==> src/sgwu_mul.sv <==
// Shared unsigned 33 x 17 multiplier used by every product of the update.
// Depends on nothing; the sequencer registers each product.
`timescale 1ns / 1ps

module sgwu_mul (
  input  logic [32:0] a_i,
  input  logic [16:0] b_i,
  output logic [49:0] p_o
);

  // Form the full product
  assign p_o = 50'(a_i) * 50'(b_i);

endmodule

==> config.mk <==
export PLATFORM = sky130hd
export DESIGN_NAME = sgwu_mul
export DESIGN_NICKNAME = d
export VERILOG_FILES = /design/src/sgwu_mul.sv
export SDC_FILE = /design/constraint.sdc
export NUM_CORES = 1
export LEC_CHECK = 0
export BUFFER_PORTS_ARGS = -buffer_cell sky130_fd_sc_hd__buf_2
export CORE_ASPECT_RATIO = 0.75
export CORE_MARGIN = 5
export CORE_UTILIZATION = 60
export DETAILED_ROUTE_END_ITERATION = 10
export PLACE_DENSITY = 0.79
export SLEW_MARGIN = 40
export SYNTH_ARGS = -nofsm -noshare
export SYNTH_HDL_FRONTEND = slang
export SYNTH_SLANG_ARGS = --single-unit
==> constraint.sdc <==
create_clock -name vclk -period 6.6
set_clock_uncertainty 0.2 [all_clocks]
set_input_delay 0 -clock vclk [all_inputs]
set_output_delay 0 -clock vclk [all_outputs]
set_load 0.005 [all_outputs]
== After elaboration in Yosys (flattened, before gate mapping) ==
Index checks and enable logic that the tools add are counted.

* Output and inout port bits: 50
* Input bits: 50
* Register bits after elaboration: 0

* Multiply operators: 1

{| class="wikitable"
|+ Operator list
! operator !! number
|-
| $mul A33 B17 Y50 || 1
|}

== Depth between registers and ports, before layout ==
Gate-level depths: netlist of run 1.

* Depth in word-level cells: 1
* Gate-level depth with buffers: 24
* Depth with buffers taken out: 22

== Worst setup path after synthesis of run 1 ==
Ideal clock, no wire load.

* Path kind: in2out
* Start point: input port a_i[30]
* End point: output port p_o[47]
* Data arrival time: 5.439 ns
* Stages on the path: 23
* Path slack: 0.961 ns
* Buffers on the path: 2
* Required time: 6.400 ns
* Path through: clkbuf_1 > nand2_1 > fa_1 > inv_1 > fa_1 > inv_1 > fa_1 > inv_1 > fa_1 > fa_1 > inv_1 > fa_1 > inv_1 > ha_1 > buf_4 > nand3_1 > nor2_1 > nand4_1 > or2_2 > a311o_1 > a211o_1 > and3_1 > xnor2_1

* Longest elaborated chain between the ends: 1

{| class="wikitable"
|+ Ends and longest elaborated chain
! what !! RTL line !! text
|-
| from (decl) || 6 || <nowiki>input logic [32:0] a_i,</nowiki>
|-
| $mul A33 B17 Y50 || 12 || <nowiki>assign p_o = 50'(a_i) * 50'(b_i);</nowiki>
|-
| to (decl) || 8 || <nowiki>output logic [49:0] p_o</nowiki>
|}

No other way between the ends.

== Final worst setup path of run 1 ==
* Start point: input port a_i[12]
* End point: output port p_o[47]

Same word-level chain as after synthesis.

==> impl_metrics.env, run 1 <==
export IMPL_antenna_cells=0
export IMPL_die_h_um=159
export IMPL_layout_cells_non_filler=2567
export IMPL_dieArea_um2=33300
export IMPL_synth_cells=2103
export IMPL_syn_area_per_cell_um2=8.47
export IMPL_hold_viol=0
export IMPL_maxClockFrequency_ghz=0.155
export IMPL_syn2layout_area_growth_pct=6.98
export IMPL_status="finished, final reports clean"
export IMPL_grt_ovfl_total=0
export IMPL_netlist_cell_type_count=49
export IMPL_dpl_instance_area_um2=19000
export IMPL_cp_data_arrival_time_ns=6.26
export IMPL_slew_viol_final=0
export IMPL_cp_start_kind="input pin"
export IMPL_design_area_um2=19000
export IMPL_wl_per_cell_um=20.1
export IMPL_syn_nets=2741
export IMPL_layout_commonest_cell="inv_1"
export IMPL_synth_area_um2=17800
export IMPL_placementRows=54
export IMPL_drtAntennaViolNets=0
export IMPL_hpwl_um=42000
export IMPL_vias=14480
export IMPL_grt_usage_pct=31.3
export IMPL_cp_max_fo=17
export IMPL_tightest_slew_ns=0.714
export IMPL_start_util_pct=61.0
export IMPL_ys_warn_count=0
export IMPL_endpoint_kind="output pin"
export IMPL_max_slew_margin_pct=52.4
export IMPL_finalCritPeriodShare_pct=97.9
export IMPL_layout_nets=2815
export IMPL_seq_cells=0
export IMPL_worstHoldPathType="input pin to output pin"
export IMPL_drt_first_pass_iters=5
export IMPL_grt_pass1_wl_um=83200
export IMPL_vias_per_cell=5.64
export IMPL_min_period_ns=6.46
export IMPL_finalWirelength_um=51500
export IMPL_ioPinCount=100
export IMPL_place_gp_congestion=1.12
export IMPL_critPathKind="input pin to output pin"
export IMPL_drc=0
export IMPL_grt_pass1_vias=16051
export IMPL_maxCapViolCount=0
export IMPL_port_buffers=100
export IMPL_worstPathRequired_ns=6.40
export IMPL_drtIter0Drc=1157
export IMPL_drive_gt1_share_pct=8.14
export IMPL_dp_cells=2566
export IMPL_die_x_um=209
export IMPL_n_clock_buffer=0
export IMPL_core_area_um2=29200
export IMPL_fillCellCount=2402
export IMPL_synth_seq_area_share_pct=0
export IMPL_mostFrequentLayoutCells="560 x inv_1, 464 x fa_1, 373 x nand2_1"
export IMPL_setup_violations=0
export IMPL_multi_input_area_um2=15400
export IMPL_grt_max_degree=34
export IMPL_antenna_found_initial=1
export IMPL_register_area_um2=0
timing repair:
action,CTS,global route
setup buffers,0,1
gates resized for setup,0,25
endpoints found under the setup margin,0,19
hold buffers,0,0
final cells by class:
type	instances	area share, %
Multi-Input combinational cell	1451	80.6
Inverter	560	11.0
Timing Repair Buffer	164	5.77
Tap cell	392	2.57
layer usage:
metal | up-vias | global-route usage, % | part of all wire [%]
li1 | 6188 | - | -
met1 | 7228 | 42.5 | 38
met2 | 898 | 49.6 | 45
met3 | 166 | 7.50 | 12
met4 | 0 | 11.6 | 4.4
met5 | - | 0 | 0
cell families (layout without fill, tap and decap cells):
kind of cell | Yosys count | in the layout | share of synthesized area [%]
compound gates | 146 | 146 | 5.16
simple gates | 671 | 671 | 17.9
xor+xnor | 45 | 45 | 2.21
buf+inv | 652 | 724 | 13.8
fa+ha+maj | 588 | 588 | 60.9
mux | 1 | 1 | 0.0562
critical path, cell delays in order:
cell and delay, ns:
buf_2 0.42, nand2_1 0.16, fa_1 0.53, fa_1 0.52, fa_1 0.52, inv_1 0.07, fa_1 0.46, fa_1 0.55
inv_1 0.06, fa_1 0.47, inv_1 0.05, ha_2 0.40, nand4_1 0.14, nor3_1 0.23, o21ai_1 0.17, a21o_1 0.31
a311o_2 0.44, a211o_1 0.29, and3_1 0.19, xnor2_1 0.14, buf_2 0.13
cell usage after synthesis, types with 6 or more instances:
cell	n	area, um^2
a21o_1	10	75.1
a21oi_1	57	285
a31oi_1	6	37.5
and2_1	224	1400
clkbuf_1	86	323
fa_1	464	9290
ha_1	124	1550
inv_1	560	2100
nand2_1	373	1400
nand3_1	13	65.1
nand4_1	8	50.1
nor2_1	26	97.6
nor3_1	9	45.0
o21a_1	7	52.6
o21ai_0	26	130
o21bai_1	7	52.6
xnor2_1	33	289
xor2_1	12	105
through the flow:
| step | utilization [%] | setup slack (ns) | TNS, ns | hold WS (ns) |
|---|---|---|---|---|
| finish | 65.3 | 0.137 | 0 | 0.302 |
| global route | 65.3 | -0.0140 | -0.0336 | 0.296 |
| CTS | 65.1 | 0.00834 | 0 | 0.282 |
| detailed placement | 65.1 | 0.0143 | 0 | 0.282 |
| global placement | 65.1 | 0.161 | 0 | 0.272 |
| floorplan | - | 0.961 | 0 | -0.0897 |
final timing paths:
kind / from / endpoint / slack (ns) / cells past startpoint
setup / recovery: a_i[12] / p_o[47] / 0.14 / 21
hold / removal: a_i[0] / p_o[0] / 0.30 / 3
Power of run 1 is left out: the tool's default activity adds up to more than one toggle a clock period on the data nets, which glitch-free logic cannot reach.
==> run 2: changes to the inputs <==
Settings changed: MAX_ROUTING_LAYER set to met4.
==> impl_metrics.env, run 2 (synthesis results as in run 1) <==
export IMPL_path_cells="clkbuf_4, and2_1, fa_1, inv_1, fa_1, fa_1, fa_1, inv_1, fa_1, inv_1, fa_1, inv_1, ha_1, a21oi_1, o22ai_1, a211oi_2, nand2_1, a31oi_2, buf_4, o21ai_1, a2111o_1, o311ai_1, buf_2"
export IMPL_layout_nets=2818
export IMPL_port_buffers=100
export IMPL_start_util_pct=61.0
export IMPL_place_gp_congestion=1.04
export IMPL_tightest_slew_ns=0.736
export IMPL_layout_commonest_cell="inv_1"
export IMPL_grt_pass1_wl_um=81800
export IMPL_maxClockFrequency_ghz=0.156
export IMPL_grt_usage_pct=31.5
export IMPL_cp_common_cell="fa_1"
export IMPL_worstPathRequired_ns=6.40
export IMPL_register_area_um2=0
export IMPL_hold_viol=0
export IMPL_cpMaxStageDelayCell="fa_1"
export IMPL_finalCritPeriodShare_pct=97.3
export IMPL_grt_pass1_vias=15730
export IMPL_cpLargestDelayFamily="adder cells"
export IMPL_n_clock_buffer=0
export IMPL_grt_max_degree=34
export IMPL_max_stage_delay_ns=0.55
export IMPL_dpl_instance_area_um2=19000
export IMPL_antenna_found_initial=2
export IMPL_critPathBufInv=7
export IMPL_drtIter0Drc=1171
export IMPL_whs_ns=0.293
export IMPL_min_period_ns=6.42
export IMPL_endpoint_kind="output pin"
export IMPL_hpwl_um=40800
export IMPL_max_slew_margin_pct=50.9
export IMPL_drtAntennaViolNets=0
export IMPL_vias=14283
export IMPL_dieArea_um2=33300
export IMPL_mostFrequentLayoutCells="560 x inv_1, 464 x fa_1, 373 x nand2_1"
export IMPL_slew_viol_final=0
export IMPL_status="finished, final reports clean"
export IMPL_design_area_um2=19100
export IMPL_drive_gt1_share_pct=8.63
export IMPL_maxCapViolCount=0
export IMPL_placementRows=54
export IMPL_worstHoldPathType="input pin to output pin"
export IMPL_tns_ns=0
export IMPL_cp_max_fo=17
export IMPL_setup_violations=0
export IMPL_cts_hold_buffers=0
export IMPL_wl_per_cell_um=19.3
export IMPL_ioPinCount=100
export IMPL_vias_per_cell=5.56
export IMPL_cp_data_arrival_time_ns=6.22
export IMPL_die_x_um=209
export IMPL_cp_start_kind="input pin"
export IMPL_drc=0
export IMPL_postCtsSetupBuffers=0
export IMPL_drt_first_pass_iters=5
export IMPL_core_area_um2=29200
export IMPL_critPathKind="input pin to output pin"
export IMPL_die_h_um=159
export IMPL_finalWirelength_um=49600
export IMPL_syn2layout_area_growth_pct=7.53
export IMPL_seq_cells=0
export IMPL_grt_ovfl_total=0
[run 2: cell types whose count changed in the layout (fill, tap and decap cells not counted), moves of 2 or more]
cell,previous run,this run
o21ai_1,6,4
ha_2,1,4
buf_2,83,81
clkbuf_4,14,11
buf_6,0,2
buf_4,61,65
ha_1,123,120
[run 2: path summary, 6_finish.rpt]
check | startpoint | cells after the start | end | slack, ns
worst max-delay path | a_i[7] | 23 | p_o[33] | 0.18
worst min-delay path | a_i[0] | 3 | p_o[0] | 0.29
[run 2: routing by layer]
layer / vias up / track usage, % / share of wire [%]
li1: 6191 / - / -
met1: 7137 / 42.7 / 39
met2: 823 / 48.7 / 46
met3: 132 / 5.89 / 12
met4: 0 / 10.1 / 3.7
met5: - / - / 0
[run 2: area by class of cell]
type | instances | area [um^2]
tap | 392 | 490
multi-input combinational | 1451 | 15400
antenna | 1 | 2.50
inverter | 560 | 2100
fill | 2435 | 10000
timing repair buffer | 167 | 1150
[run 2: what timing repair did]
item	CTS	global route
gates resized for setup	7	32
setup endpoints to repair	8	17
pin swaps	0	1
[run 2: per-stage QoR]
stage / util [%] / worst slack [ns] / cells
3_3_place_gp: 65.2 / -0.0229 / 2570
4_1_cts: 65.3 / 0.000834 / 2570
6_report: 65.6 / 0.178 / 2571
5_1_grt: 65.6 / -0.0286 / 2571
2_1_floorplan: - / 0.961 / 2103
3_5_place_dp: 65.2 / -0.130 / 2570
Power of run 2 is left out for the same reason.
