<file path="config.mk">
export PLATFORM = sky130hd
export DESIGN_NAME = sgwu_div
export DESIGN_NICKNAME = d
export VERILOG_FILES = /design/src/sgwu_pkg.sv /design/src/sgwu_div.sv
export SDC_FILE = /design/constraint.sdc
export NUM_CORES = 1
export LEC_CHECK = 0
export BUFFER_PORTS_ARGS = -buffer_cell sky130_fd_sc_hd__buf_4
export CAP_MARGIN = 20
export CORE_MARGIN = 2
export CORE_UTILIZATION = 53
export DETAILED_ROUTE_END_ITERATION = 10
export GPL_TIMING_DRIVEN = 0
export PLACE_DENSITY = 0.84
export SLEW_MARGIN = 10
export SYNTH_ARGS = -nofsm -noshare
export SYNTH_HDL_FRONTEND = slang
export SYNTH_SLANG_ARGS = --single-unit
</file>
<file path="constraint.sdc">
create_clock -name clk_i -period 2 [get_ports clk_i]
set_input_delay 0.4 -clock clk_i [delete_from_list [all_inputs] [get_ports clk_i]]
set_output_delay 0.4 -clock clk_i [all_outputs]
set_load 0.005 [all_outputs]
</file>
<file path="src/sgwu_pkg.sv">
// Shared types, codes and constant functions of the SOM weight update block.
// Depends on nothing; sgwu_div, sgwu_exp_rom and the top level import it.
`timescale 1ns / 1ps

package sgwu_pkg;

  // Command codes of the input transaction
  localparam logic [1:0] CMD_WRITE = 2'd0;
  localparam logic [1:0] CMD_READ  = 2'd1;
  localparam logic [1:0] CMD_TRAIN = 2'd2;

  // Configuration register indexes
  localparam logic [2:0] CFG_LEARNING_RATE = 3'd0;
  localparam logic [2:0] CFG_INV_TWO_SIGMA = 3'd1;
  localparam logic [2:0] CFG_GRID_COLS     = 3'd2;
  localparam logic [2:0] CFG_NEURON_COUNT  = 3'd3;
  localparam logic [2:0] CFG_VECTOR_DIM    = 3'd4;
  localparam logic [2:0] CFG_UNIT_OFFSET   = 3'd5;

  // The exp table covers t in [0, 16) with t in Q4.8, i.e. 2^12 codes
  localparam int unsigned T_SPAN_LOG2 = 12;
  // Dividend width of the grid divider (winner and offset indexes)
  localparam int unsigned DIV_W       = 12;
  localparam int unsigned DIV_CNT_W   = $clog2(DIV_W + 1);

  typedef struct packed {
    logic [1:0]         cmd;
    logic [6:0]         neuron;
    logic [5:0]         element;
    logic signed [15:0] value;
    logic [11:0]        winner;
  } sgwu_in_t;

  typedef struct packed {
    logic signed [15:0] read_value;
    logic               status;
  } sgwu_out_t;

  // Result of the shared grid divider
  typedef struct packed {
    logic             done;
    logic [DIV_W-1:0] quot;
    logic [7:0]       rem;
  } div_res_t;

  // exp(-x) in Q32 from a 21-term Taylor series, each term truncated
  function automatic logic [63:0] taylor_base(logic [63:0] x);
    logic [63:0] term;
    logic [63:0] base;
    term = 64'h1_0000_0000;
    base = 64'h1_0000_0000;
    term = ((term * x) >> 32) / 1;  base = base - term;
    term = ((term * x) >> 32) / 2;  base = base + term;
    term = ((term * x) >> 32) / 3;  base = base - term;
    term = ((term * x) >> 32) / 4;  base = base + term;
    term = ((term * x) >> 32) / 5;  base = base - term;
    term = ((term * x) >> 32) / 6;  base = base + term;
    term = ((term * x) >> 32) / 7;  base = base - term;
    term = ((term * x) >> 32) / 8;  base = base + term;
    term = ((term * x) >> 32) / 9;  base = base - term;
    term = ((term * x) >> 32) / 10; base = base + term;
    term = ((term * x) >> 32) / 11; base = base - term;
    term = ((term * x) >> 32) / 12; base = base + term;
    term = ((term * x) >> 32) / 13; base = base - term;
    term = ((term * x) >> 32) / 14; base = base + term;
    term = ((term * x) >> 32) / 15; base = base - term;
    term = ((term * x) >> 32) / 16; base = base + term;
    term = ((term * x) >> 32) / 17; base = base - term;
    term = ((term * x) >> 32) / 18; base = base + term;
    term = ((term * x) >> 32) / 19; base = base - term;
    term = ((term * x) >> 32) / 20; base = base + term;
    return base;
  endfunction

  // Table entry k: base^k in Q32, truncated per product, rounded to Q1.16
  function automatic logic [16:0] exp_entry(logic [63:0] base, int k);
    logic [63:0] e;
    e = 64'h1_0000_0000;
    for (int j = 0; j < k; j++) begin
      e = (e * base) >> 32;
    end
    return 17'((e + 64'd32768) >> 16);
  endfunction

endpackage

</file>
<file path="src/sgwu_div.sv">
// Restoring divider, one quotient bit per cycle, for grid row and column.
// Depends on sgwu_pkg for the result struct and widths.
`timescale 1ns / 1ps

module sgwu_div import sgwu_pkg::*; (
  input  logic             clk_i,
  input  logic             rst_ni,
  input  logic             start_i,
  input  logic [DIV_W-1:0] dividend_i,
  input  logic [7:0]       divisor_i,
  output div_res_t         res_o
);

  logic                 busy_q;
  logic                 done_q;
  logic [DIV_CNT_W-1:0] cnt_q;
  logic [DIV_W-1:0]     num_q;
  logic [7:0]           rem_q;
  logic [7:0]           den_q;
  logic [8:0]           trial;
  logic                 fits;

  // Bring down the next dividend bit and try the subtraction
  assign trial = {rem_q, num_q[DIV_W-1]};
  assign fits  = trial >= {1'b0, den_q};

  // Control: count the steps, pulse done at the end
  always_ff @(posedge clk_i or negedge rst_ni) begin
    if (!rst_ni) begin
      busy_q <= 1'b0;
      done_q <= 1'b0;
      cnt_q  <= '0;
    end else begin
      done_q <= 1'b0;
      if (start_i) begin
        busy_q <= 1'b1;
        cnt_q  <= DIV_CNT_W'(DIV_W);
      end else if (busy_q) begin
        cnt_q <= cnt_q - 1'b1;
        if (cnt_q == DIV_CNT_W'(1)) begin
          busy_q <= 1'b0;
          done_q <= 1'b1;
        end
      end
    end
  end

  // Datapath: shift quotient bits in, keep the partial remainder
  always_ff @(posedge clk_i) begin
    if (start_i) begin
      num_q <= dividend_i;
      rem_q <= '0;
      den_q <= divisor_i;
    end else if (busy_q) begin
      num_q <= {num_q[DIV_W-2:0], fits};
      rem_q <= fits ? 8'(trial - {1'b0, den_q}) : trial[7:0];
    end
  end

  assign res_o.done = done_q;
  assign res_o.quot = num_q;
  assign res_o.rem  = rem_q;

endmodule

</file>
== Yosys cells after proc, flatten, opt, wreduce, memory -nomap -nowiden ==
Index checks and enable logic that the tools add are counted.

* Add/sub/neg operators: 2
* $mul: 0
* Div/mod/pow operators: 0
* Magnitude comparators: 1
* Equal/unequal tests: 1
* Shift operators: 0
* Mux-type cells: 11
* Bitwise logic cells: 0
* Reductions and logical operators: 1

{| class="wikitable"
|+ Operator list
! operator !! number
|-
| $mux 12 || 2
|-
| $ge 9x8->1 || 1
|-
| $mux 4 || 2
|-
| $mux 8 || 1
|-
| $sub 8x8->8 || 1
|-
| $mux 1 || 6
|-
| $eq 4x1->1 const B || 1
|-
| $sub 4x1->4 const B || 1
|-
| $reduce_bool 2->1 || 1
|}

* Register bits after elaboration: 34
* Latch bits: 0
* Memory bits (writable): 0
* Memory bits (read-only): 0
* Input port bits: 23
* Memories kept: 0

== Longest topological paths before layout ==
Gate-level depths: netlist (run 1).

* Word-level depth: 4
* Mapped depth: 8

== Worst setup path before layout (run 1) ==
Ideal clock, no wire load.

* Kind: reg2reg
* From: register num_q[11]
* To: register rem_q[6]
* Data arrival time: 1.789 ns
* Required time: 1.916 ns
* Setup slack: 0.127 ns
* Cell stages (with the launch flop): 9
* Path buffers: 0
* Period minus slack after synthesis: 1.873 ns
* Path through: edfxtp_1 -> inv_1 -> ha_1 -> fa_1 -> nand2b_1 -> a21oi_1 -> or4b_1 -> and4_1 -> o31ai_2

* Longest elaborated chain between the ends: 2
* Elaborated cells on any way between the ends: 3
* Classes of those cells: add/sub: 1; order compare: 1; mux: 1

{| class="wikitable"
|+ Ends and longest elaborated chain
! element !! RTL line !! text
|-
| from (decl) || sgwu_div.sv:17 || <nowiki>logic [DIV_W-1:0] num_q;</nowiki>
|-
| from (signal assigned) || sgwu_div.sv:51 || <nowiki>num_q <= dividend_i;</nowiki>
|-
| from (signal assigned) || sgwu_div.sv:55 || <nowiki>num_q <= {num_q[DIV_W-2:0], fits};</nowiki>
|-
| $sub 8x8->8 / $ge 9x8->1 (equally long branches) || sgwu_div.sv:56, sgwu_div.sv:25 ||
|-
| $mux 8 * || sgwu_div.sv:56 || <nowiki>rem_q <= fits ? 8'(trial - {1'b0, den_q}) : trial[7:0];</nowiki>
|-
| to (signal assigned) || sgwu_div.sv:56 ||
|-
| to (decl) || sgwu_div.sv:18 || <nowiki>logic [7:0] rem_q;</nowiki>
|}

Every way passes the cells marked *; elsewhere a longest branch is shown, timed or not.
A chain may end at the register's enable or synchronous reset.

== Final worst setup path (run 1) ==
* From: register rem_q[5]
* To: register num_q[0], data pin

* Longest elaborated chain between the ends: 3

{| class="wikitable"
|+ Ends and longest elaborated chain
! element !! RTL line !! text
|-
| $ge 9x8->1 || sgwu_div.sv:25 || <nowiki>assign fits = trial >= {1'b0, den_q};</nowiki>
|-
| $mux 12 || sgwu_div.sv:54 || <nowiki>end else if (busy_q) begin</nowiki>
|-
| $mux 12 || sgwu_div.sv:50 || <nowiki>if (start_i) begin</nowiki>
|}

Every way passes these cells. The select of a mux whose other input is x is not followed.

==> run summary, run 1 <==
status: completed
FP Rows: 21
first drt pass iteration count: 4
Cell variety after synth: 41
flops & latches, synth: 34
grt ovf: 0
Power Dens Cells: 1048 mW/mm2
DR iter-0 viols: 82
Avg Cell Area, Syn: 11.57 um2
first-pass GRT wire length: 6.147 mm
top cells by area, synth: edfxtp_1, dfxtp_1, dfrtp_1
H-tree level count: 2
CP Max Fanout: 10
Gate power share: 45.4%
Seq pwr share: 40.4%
root buffer cell: clkbuf_4
worst-skew pair later-pin latency: 0.34 ns
most frequent cell after synthesis: edfxtp_1
Yosys Warn Count: 0
EDFF count, synth: 20
Hold Crit Depth: 1
crit path launch: rem_q[5]$_SDFFE_PP0P_
worst reg-to-reg path cell count: 6
Post-Layout Cell Count: 260
Sw Ratio: 34.42%
fill count: 270
post-route DRC violation count: 0
Sink Count: 34
commonest cells in the netlist: edfxtp_1, nor2_1, inv_1
element type at the critical path end: flop
Clock Skew: 0.01170 ns
vias in the first global route: 1392
RSZ-0062 raised after global routing: true
Crit path arrival time: 2.06 ns
worst hold start: divisor_i[6]
Seq/Total Area, Yosys: 50.14%
post-route ant nets: 0
top cell type's share of synthesized area: 33.06%
part of the cycle the worst path needs: 98.24%
Worst-path clk slew: 0.10 ns
Setup Crit Path Kind: reg -> reg
Synth async-reset ratio: 17.65%
Cells after DPL: 246
area leader, netlist: edfxtp_1
Tot Pwr: 0.002443 W
minimum clock period: 1.965 ns
top_reg_cell synth: edfxtp_1
Final Net Count: 247
Total Wirelength: 3.636 mm
CP required: 2.10 ns
routed vias/inst: 5.169
Peak supply drop: 0.5113 mV
Chip Width: 62.55 um
setup_tns: 0 ns
I/O pin count: 44
worst reg2reg endpoint: num_q[0]$_DFFE_PP_
Total GRT Usage: 20.23%
worst slew pin tran: 0.5403 ns
diode count: 0
maxcap violations: 0
detailed placer's ending HPWL: 2.790 mm
Hold Path Sink: den_q[6]$_DFFE_PP_
Slew HR: 63.98%
Die Area: 0.003912 mm2
Pins Over Slew Limit: 0
GP Congestion: 0.8084
total vias in the final route: 1344
endpoints failing hold: 0
number of antenna violations at the first check in global routing: 0
Post-Syn Area: 0.001817 mm2
largest net degree at the start of global routing: 14
Max Freq: 0.5090 GHz
r2r setup slk: 0.04 ns
share of cells above drive strength 1: 39.72%
CP Launch Type: flop
Cells after Synth: 157
Int Power: 0.001602 W
Clk pwr share: 14.2%
CTS tree: yes
Die Height: 62.55 um
leakage: 1.012 nW
number of setup violations in the final report: 0
R2R Path Start: rem_q[5]$_SDFFE_PP0P_
detailed-route wire length per cell: 13.98 um
Post-Syn Nets: 191
Core Area: 0.003311 mm2
Area growth syn-to-layout: 28.31%
Max Root-Sink Buffers: 2
Hold/Removal Path Class: in -> reg
Buffers on Ports: 43
Initial Utilization: 54.88%
CTS buffer count: 5
P_sw: 0.0008407 W
cells in the final DEF, fill, tap and decap left out, drive strengths merged, types with 2 or more instances in the layout:
cell	instances
buf	53
edfxtp	20
nor2	16
inv	13
mux2	13
nand2	12
ha	10
dfxtp	8
a21oi	7
dfrtp	6
clkbuf	6
xnor2	5
a211oi	5
o21ai	5
nor2b	4
mux2i	4
nand2b	4
o31ai	2
xor2	2
a21o	2
a31o	2
clkinv	2
logic make-up (layout without fill, tap and decap cells):
family                     after synthesis  in the layout  share of synthesized area, %
AOI/OAI and AO/OA                       27             27                         11.71
DFF                                     34             34                         50.14
muxes                                   17             17                         10.47
buffers and inverters                   18             75                         4.821
xor gates and xnor gates                 7              7                         3.375
adders and majority gates               11             11                         7.989
and+or+nand+nor                         43             43                         11.50
worst max-delay path: stages (launching register included):
cell      delay, ns
dfxtp_1        0.42
ha_2           0.35
a21oi_2        0.20
o221ai_2       0.13
a21o_4         0.22
buf_12         0.14
mux2_2         0.25
layer usage:
layer | wire length (um) | vias to the layer above | GRT usage, %
li1 | - | 667 | -
met4 | 83 | 0 | 11.11
met1 | 1509 | 627 | 23.79
met3 | 228 | 9 | 5.586
met2 | 1815 | 41 | 33.47
met5 | 0 | - | 0
power groups by stage:
stage / logic, W / registers (W) / clock network, W
3_5_place_dp: 0.00103 / 0.000994 / 0
4_1_cts: 0.00105 / 0.000981 / 0.000357
3_3_place_gp: 0.000991 / 0.000987 / 0
2_1_floorplan: 0.000709 / 0.000975 / 0
5_1_grt: 0.00121 / 0.00100 / 0.000399
6_report: 0.00111 / 0.000986 / 0.000348
what timing repair did:
item	CTS	global route
cloned	0	0
resized for setup	4	6
hold buffers	1	0
setup endpoints to repair	1	6
buffers inserted	1	4
pin swaps	2	3
hold endpoints to repair	6	0
layout make-up:
class	instances	area, um2	share of cell area (%)
Buffer	5	38.79	1.664
Clock buffer	6	41.29	1.771
Clock inverter	2	8.758	0.3757
Inverter	13	48.80	2.093
Multi-Input combinational cell	105	854.6	36.66
Sequential cell	34	910.9	39.08
Tap cell	46	57.56	2.469
Timing Repair Buffer	49	370.4	15.89
worst max-delay path by stage:
stage	to	slack [ns]	depth (start not counted)
after detailed placement	rem_q[6]$_SDFFE_PP0P_	-0.04	8
after global placement	rem_q[6]$_SDFFE_PP0P_	0.006	8
final	num_q[0]$_DFFE_PP_	0.04	6
after global routing	rem_q[6]$_SDFFE_PP0P_	-0.05	8
after CTS	rem_q[6]$_SDFFE_PP0P_	0.01	8
after floorplan	rem_q[6]$_SDFFE_PP0P_	0.13	8
metrics by stage:
stage | utilization, % | setup slack, ns | area, um2 | hold WS, ns
finish | 70.41 | 0.03517 | 2331 | 0.2314
global placement | 66.36 | 0.006149 | 2197 | 0.2083
floorplan | - | 0.1266 | 1817 | 0.1044
global route | 70.41 | -0.05240 | 2331 | 0.2076
CTS | 68.86 | 0.01329 | 2280 | 0.2204
detailed placement | 66.36 | -0.03610 | 2197 | 0.2099
registers in the layout, summed over array words and instances (netlist names):
name and cells:
num_q 12, den_q 8, rem_q 8, cnt_q 4
busy_q 1, done_q 1
Power figures use the tool's default switching activity.
==> run 2, diff against run 1 <==
--- a/config.mk
+++ b/config.mk
@@ -12,7 +12,7 @@
 export DETAILED_ROUTE_END_ITERATION = 10
 export GPL_TIMING_DRIVEN = 0
 export PLACE_DENSITY = 0.84
-export SLEW_MARGIN = 10
+export SLEW_MARGIN = 5
 export SYNTH_ARGS = -nofsm -noshare
 export SYNTH_HDL_FRONTEND = slang
 export SYNTH_SLANG_ARGS = --single-unit
==> constraint.sdc (replaced) <==
create_clock -name clk_i -period 2 [get_ports clk_i]
set_input_delay 0.6 -clock clk_i [delete_from_list [all_inputs] [get_ports clk_i]]
set_output_delay 0.6 -clock clk_i [all_outputs]
set_load 0.005 [all_outputs]
==> run summary, run 2 (synthesis results as in run 1) <==
status: completed
total vias in the final route: 1341
Seq pwr share: 40.4%
Sink Count: 34
largest net degree at the start of global routing: 14
detailed-route wire length per cell: 14.01 um
Sw Ratio: 34.44%
vias in the first global route: 1392
Slew HR: 63.98%
slowest stage delay, CP: 0.42 ns
Tot Pwr: 0.002442 W
Setup Crit Path Kind: reg -> reg
routed vias/inst: 5.178
Die Area: 0.003912 mm2
Area growth syn-to-layout: 27.76%
Core Area: 0.003311 mm2
Power Dens Cells: 1052 mW/mm2
worst setup slack after layout: 0.03475 ns
Clk pwr share: 14.3%
Max Freq: 0.5088 GHz
CTS buffer count: 5
GP Congestion: 0.8084
minimum clock period: 1.965 ns
Post-Layout Cell Count: 259
fin util: 70.11%
Hold Worst Slack: 0.04809 ns
first-pass GRT wire length: 6.147 mm
Max Root-Sink Buffers: 2
endpoints failing hold: 0
delay-heaviest family, CP: compound AO/OA/AOI/OAI gates
Final Net Count: 246
Critical path buffers and inverters: 1
Chip Width: 62.55 um
worst slew pin tran: 0.5403 ns
Gate power share: 45.4%
P_sw: 0.0008411 W
Total GRT Usage: 20.23%
Crit path arrival time: 2.06 ns
Place WS: -0.03610 ns
number of antenna violations at the first check in global routing: 0
CP required: 2.10 ns
share of cells above drive strength 1: 39.91%
element type at the critical path end: flop
RSZ-0062 raised after global routing: true
Die Height: 62.55 um
Largest regs: num_q (12), den_q (8), rem_q (8)
post-route DRC violation count: 0
Hold/Removal Path Class: in -> async
most frequent cells in the layout: buf_4, edfxtp_1, nor2_1
maxcap violations: 0
Cells after DPL: 246
first drt pass iteration count: 4
Peak supply drop: 0.5114 mV
detailed placer's ending HPWL: 2.790 mm
Worst-path clk slew: 0.10 ns
Clock Skew: 0.01166 ns
fill count: 271
Total Wirelength: 3.629 mm
part of the cycle the worst path needs: 98.26%
Top reg by flops: num_q
worst-skew pair later-pin latency: 0.34 ns
diode count: 0
critical-path cell list: ha_2, a21oi_2, o221ai_2, a21o_4, buf_12, mux2_2
Buffers on Ports: 43
I/O pin count: 44
CP Launch Type: flop
DR iter-0 viols: 37
H-tree level count: 2
post-route ant nets: 0
CTS tree: yes
grt ovf: 0
CP Max Fanout: 10
Initial Utilization: 54.88%
max reg flops: 12
number of setup violations in the final report: 0
Int Power: 0.001601 W
CP max stage cell: dfxtp_1
root buffer cell: clkbuf_4
most common cell after layout, fill and taps aside: buf_4
FP Rows: 21
Hold-fix buffers, CTS: 0
leakage: 1.008 nW
Pins Over Slew Limit: 0
run 2: changes by cell type in the layout (fill, tap and decap cells not counted), sizes merged:
cell | before | now
dlygate4sd3 | 1 | 0
run 2: stage by stage:
| stage | cell area, um2 | TNS [ns] |
|---|---|---|
| 5_1_grt | 2321 | -0.1475 |
| 3_5_place_dp | 2197 | -0.03610 |
| 2_1_floorplan | 1817 | 0 |
| 3_3_place_gp | 2197 | 0 |
| 4_1_cts | 2270 | 0 |
| 6_report | 2321 | 0 |
run 2: repair_timing:
item,4_1_cts,5_1_grt
resized for setup,4,6
gates cloned,0,0
buffers inserted,1,4
setup endpoints to repair,1,6
pin swaps,2,3
run 2: metal layers:
layer	up-vias	track usage, %	wire (um)
met5	-	0	0
met4	0	11.11	83
met3	9	5.586	215
met2	43	33.47	1809
met1	622	23.79	1520
li1	667	-	-
run 2: final timing paths:
| check | startpoint | end | slack, ns | depth (start not counted) |
|---|---|---|---|---|
| worst max-delay path | rem_q[5]$_SDFFE_PP0P_ | num_q[0]$_DFFE_PP_ | 0.03 | 6 |
| worst min-delay path | rst_ni | cnt_q[2]$_DFFE_PN0P_ | 0.05 | 1 |
| worst max register to register | rem_q[5]$_SDFFE_PP0P_ | num_q[0]$_DFFE_PP_ | 0.03 | 6 |
| worst min register to register | rem_q[6]$_SDFFE_PP0P_ | rem_q[6]$_SDFFE_PP0P_ | 0.52 | 2 |
| max in group asynchronous | rst_ni | done_q$_DFF_PN0_ | 1.83 | 1 |
| min in group clk_i | divisor_i[6] | den_q[6]$_DFFE_PP_ | 0.43 | 1 |
run 2: layout make-up:
cell class                 instances  area, um2  share of cell area [%]
buffer                             5      38.79                   1.671
inverter                          13      48.80                   2.102
timing repair buffer              48      360.3                   15.53
multi-input combinational        105      854.6                   36.82
clock inverter                     2      8.758                  0.3774
clock buffer                       6      41.29                   1.779
sequential                        34      910.9                   39.25
tap                               46      57.56                   2.480
run 2: worst register-to-register path: stages, from the launching register on:
cell	delay, ns
dfxtp_1	0.42
ha_2	0.35
a21oi_2	0.20
o221ai_2	0.13
a21o_4	0.22
buf_12	0.15
mux2_2	0.25
run 2: power groups by stage:
stage          registers (W)  logic [W]  clock network (W)
2_1_floorplan       0.000975   0.000709                  0
3_3_place_gp        0.000987   0.000991                  0
3_5_place_dp        0.000994    0.00103                  0
4_1_cts             0.000981    0.00105           0.000357
5_1_grt              0.00100    0.00121           0.000399
6_report            0.000986    0.00111           0.000348
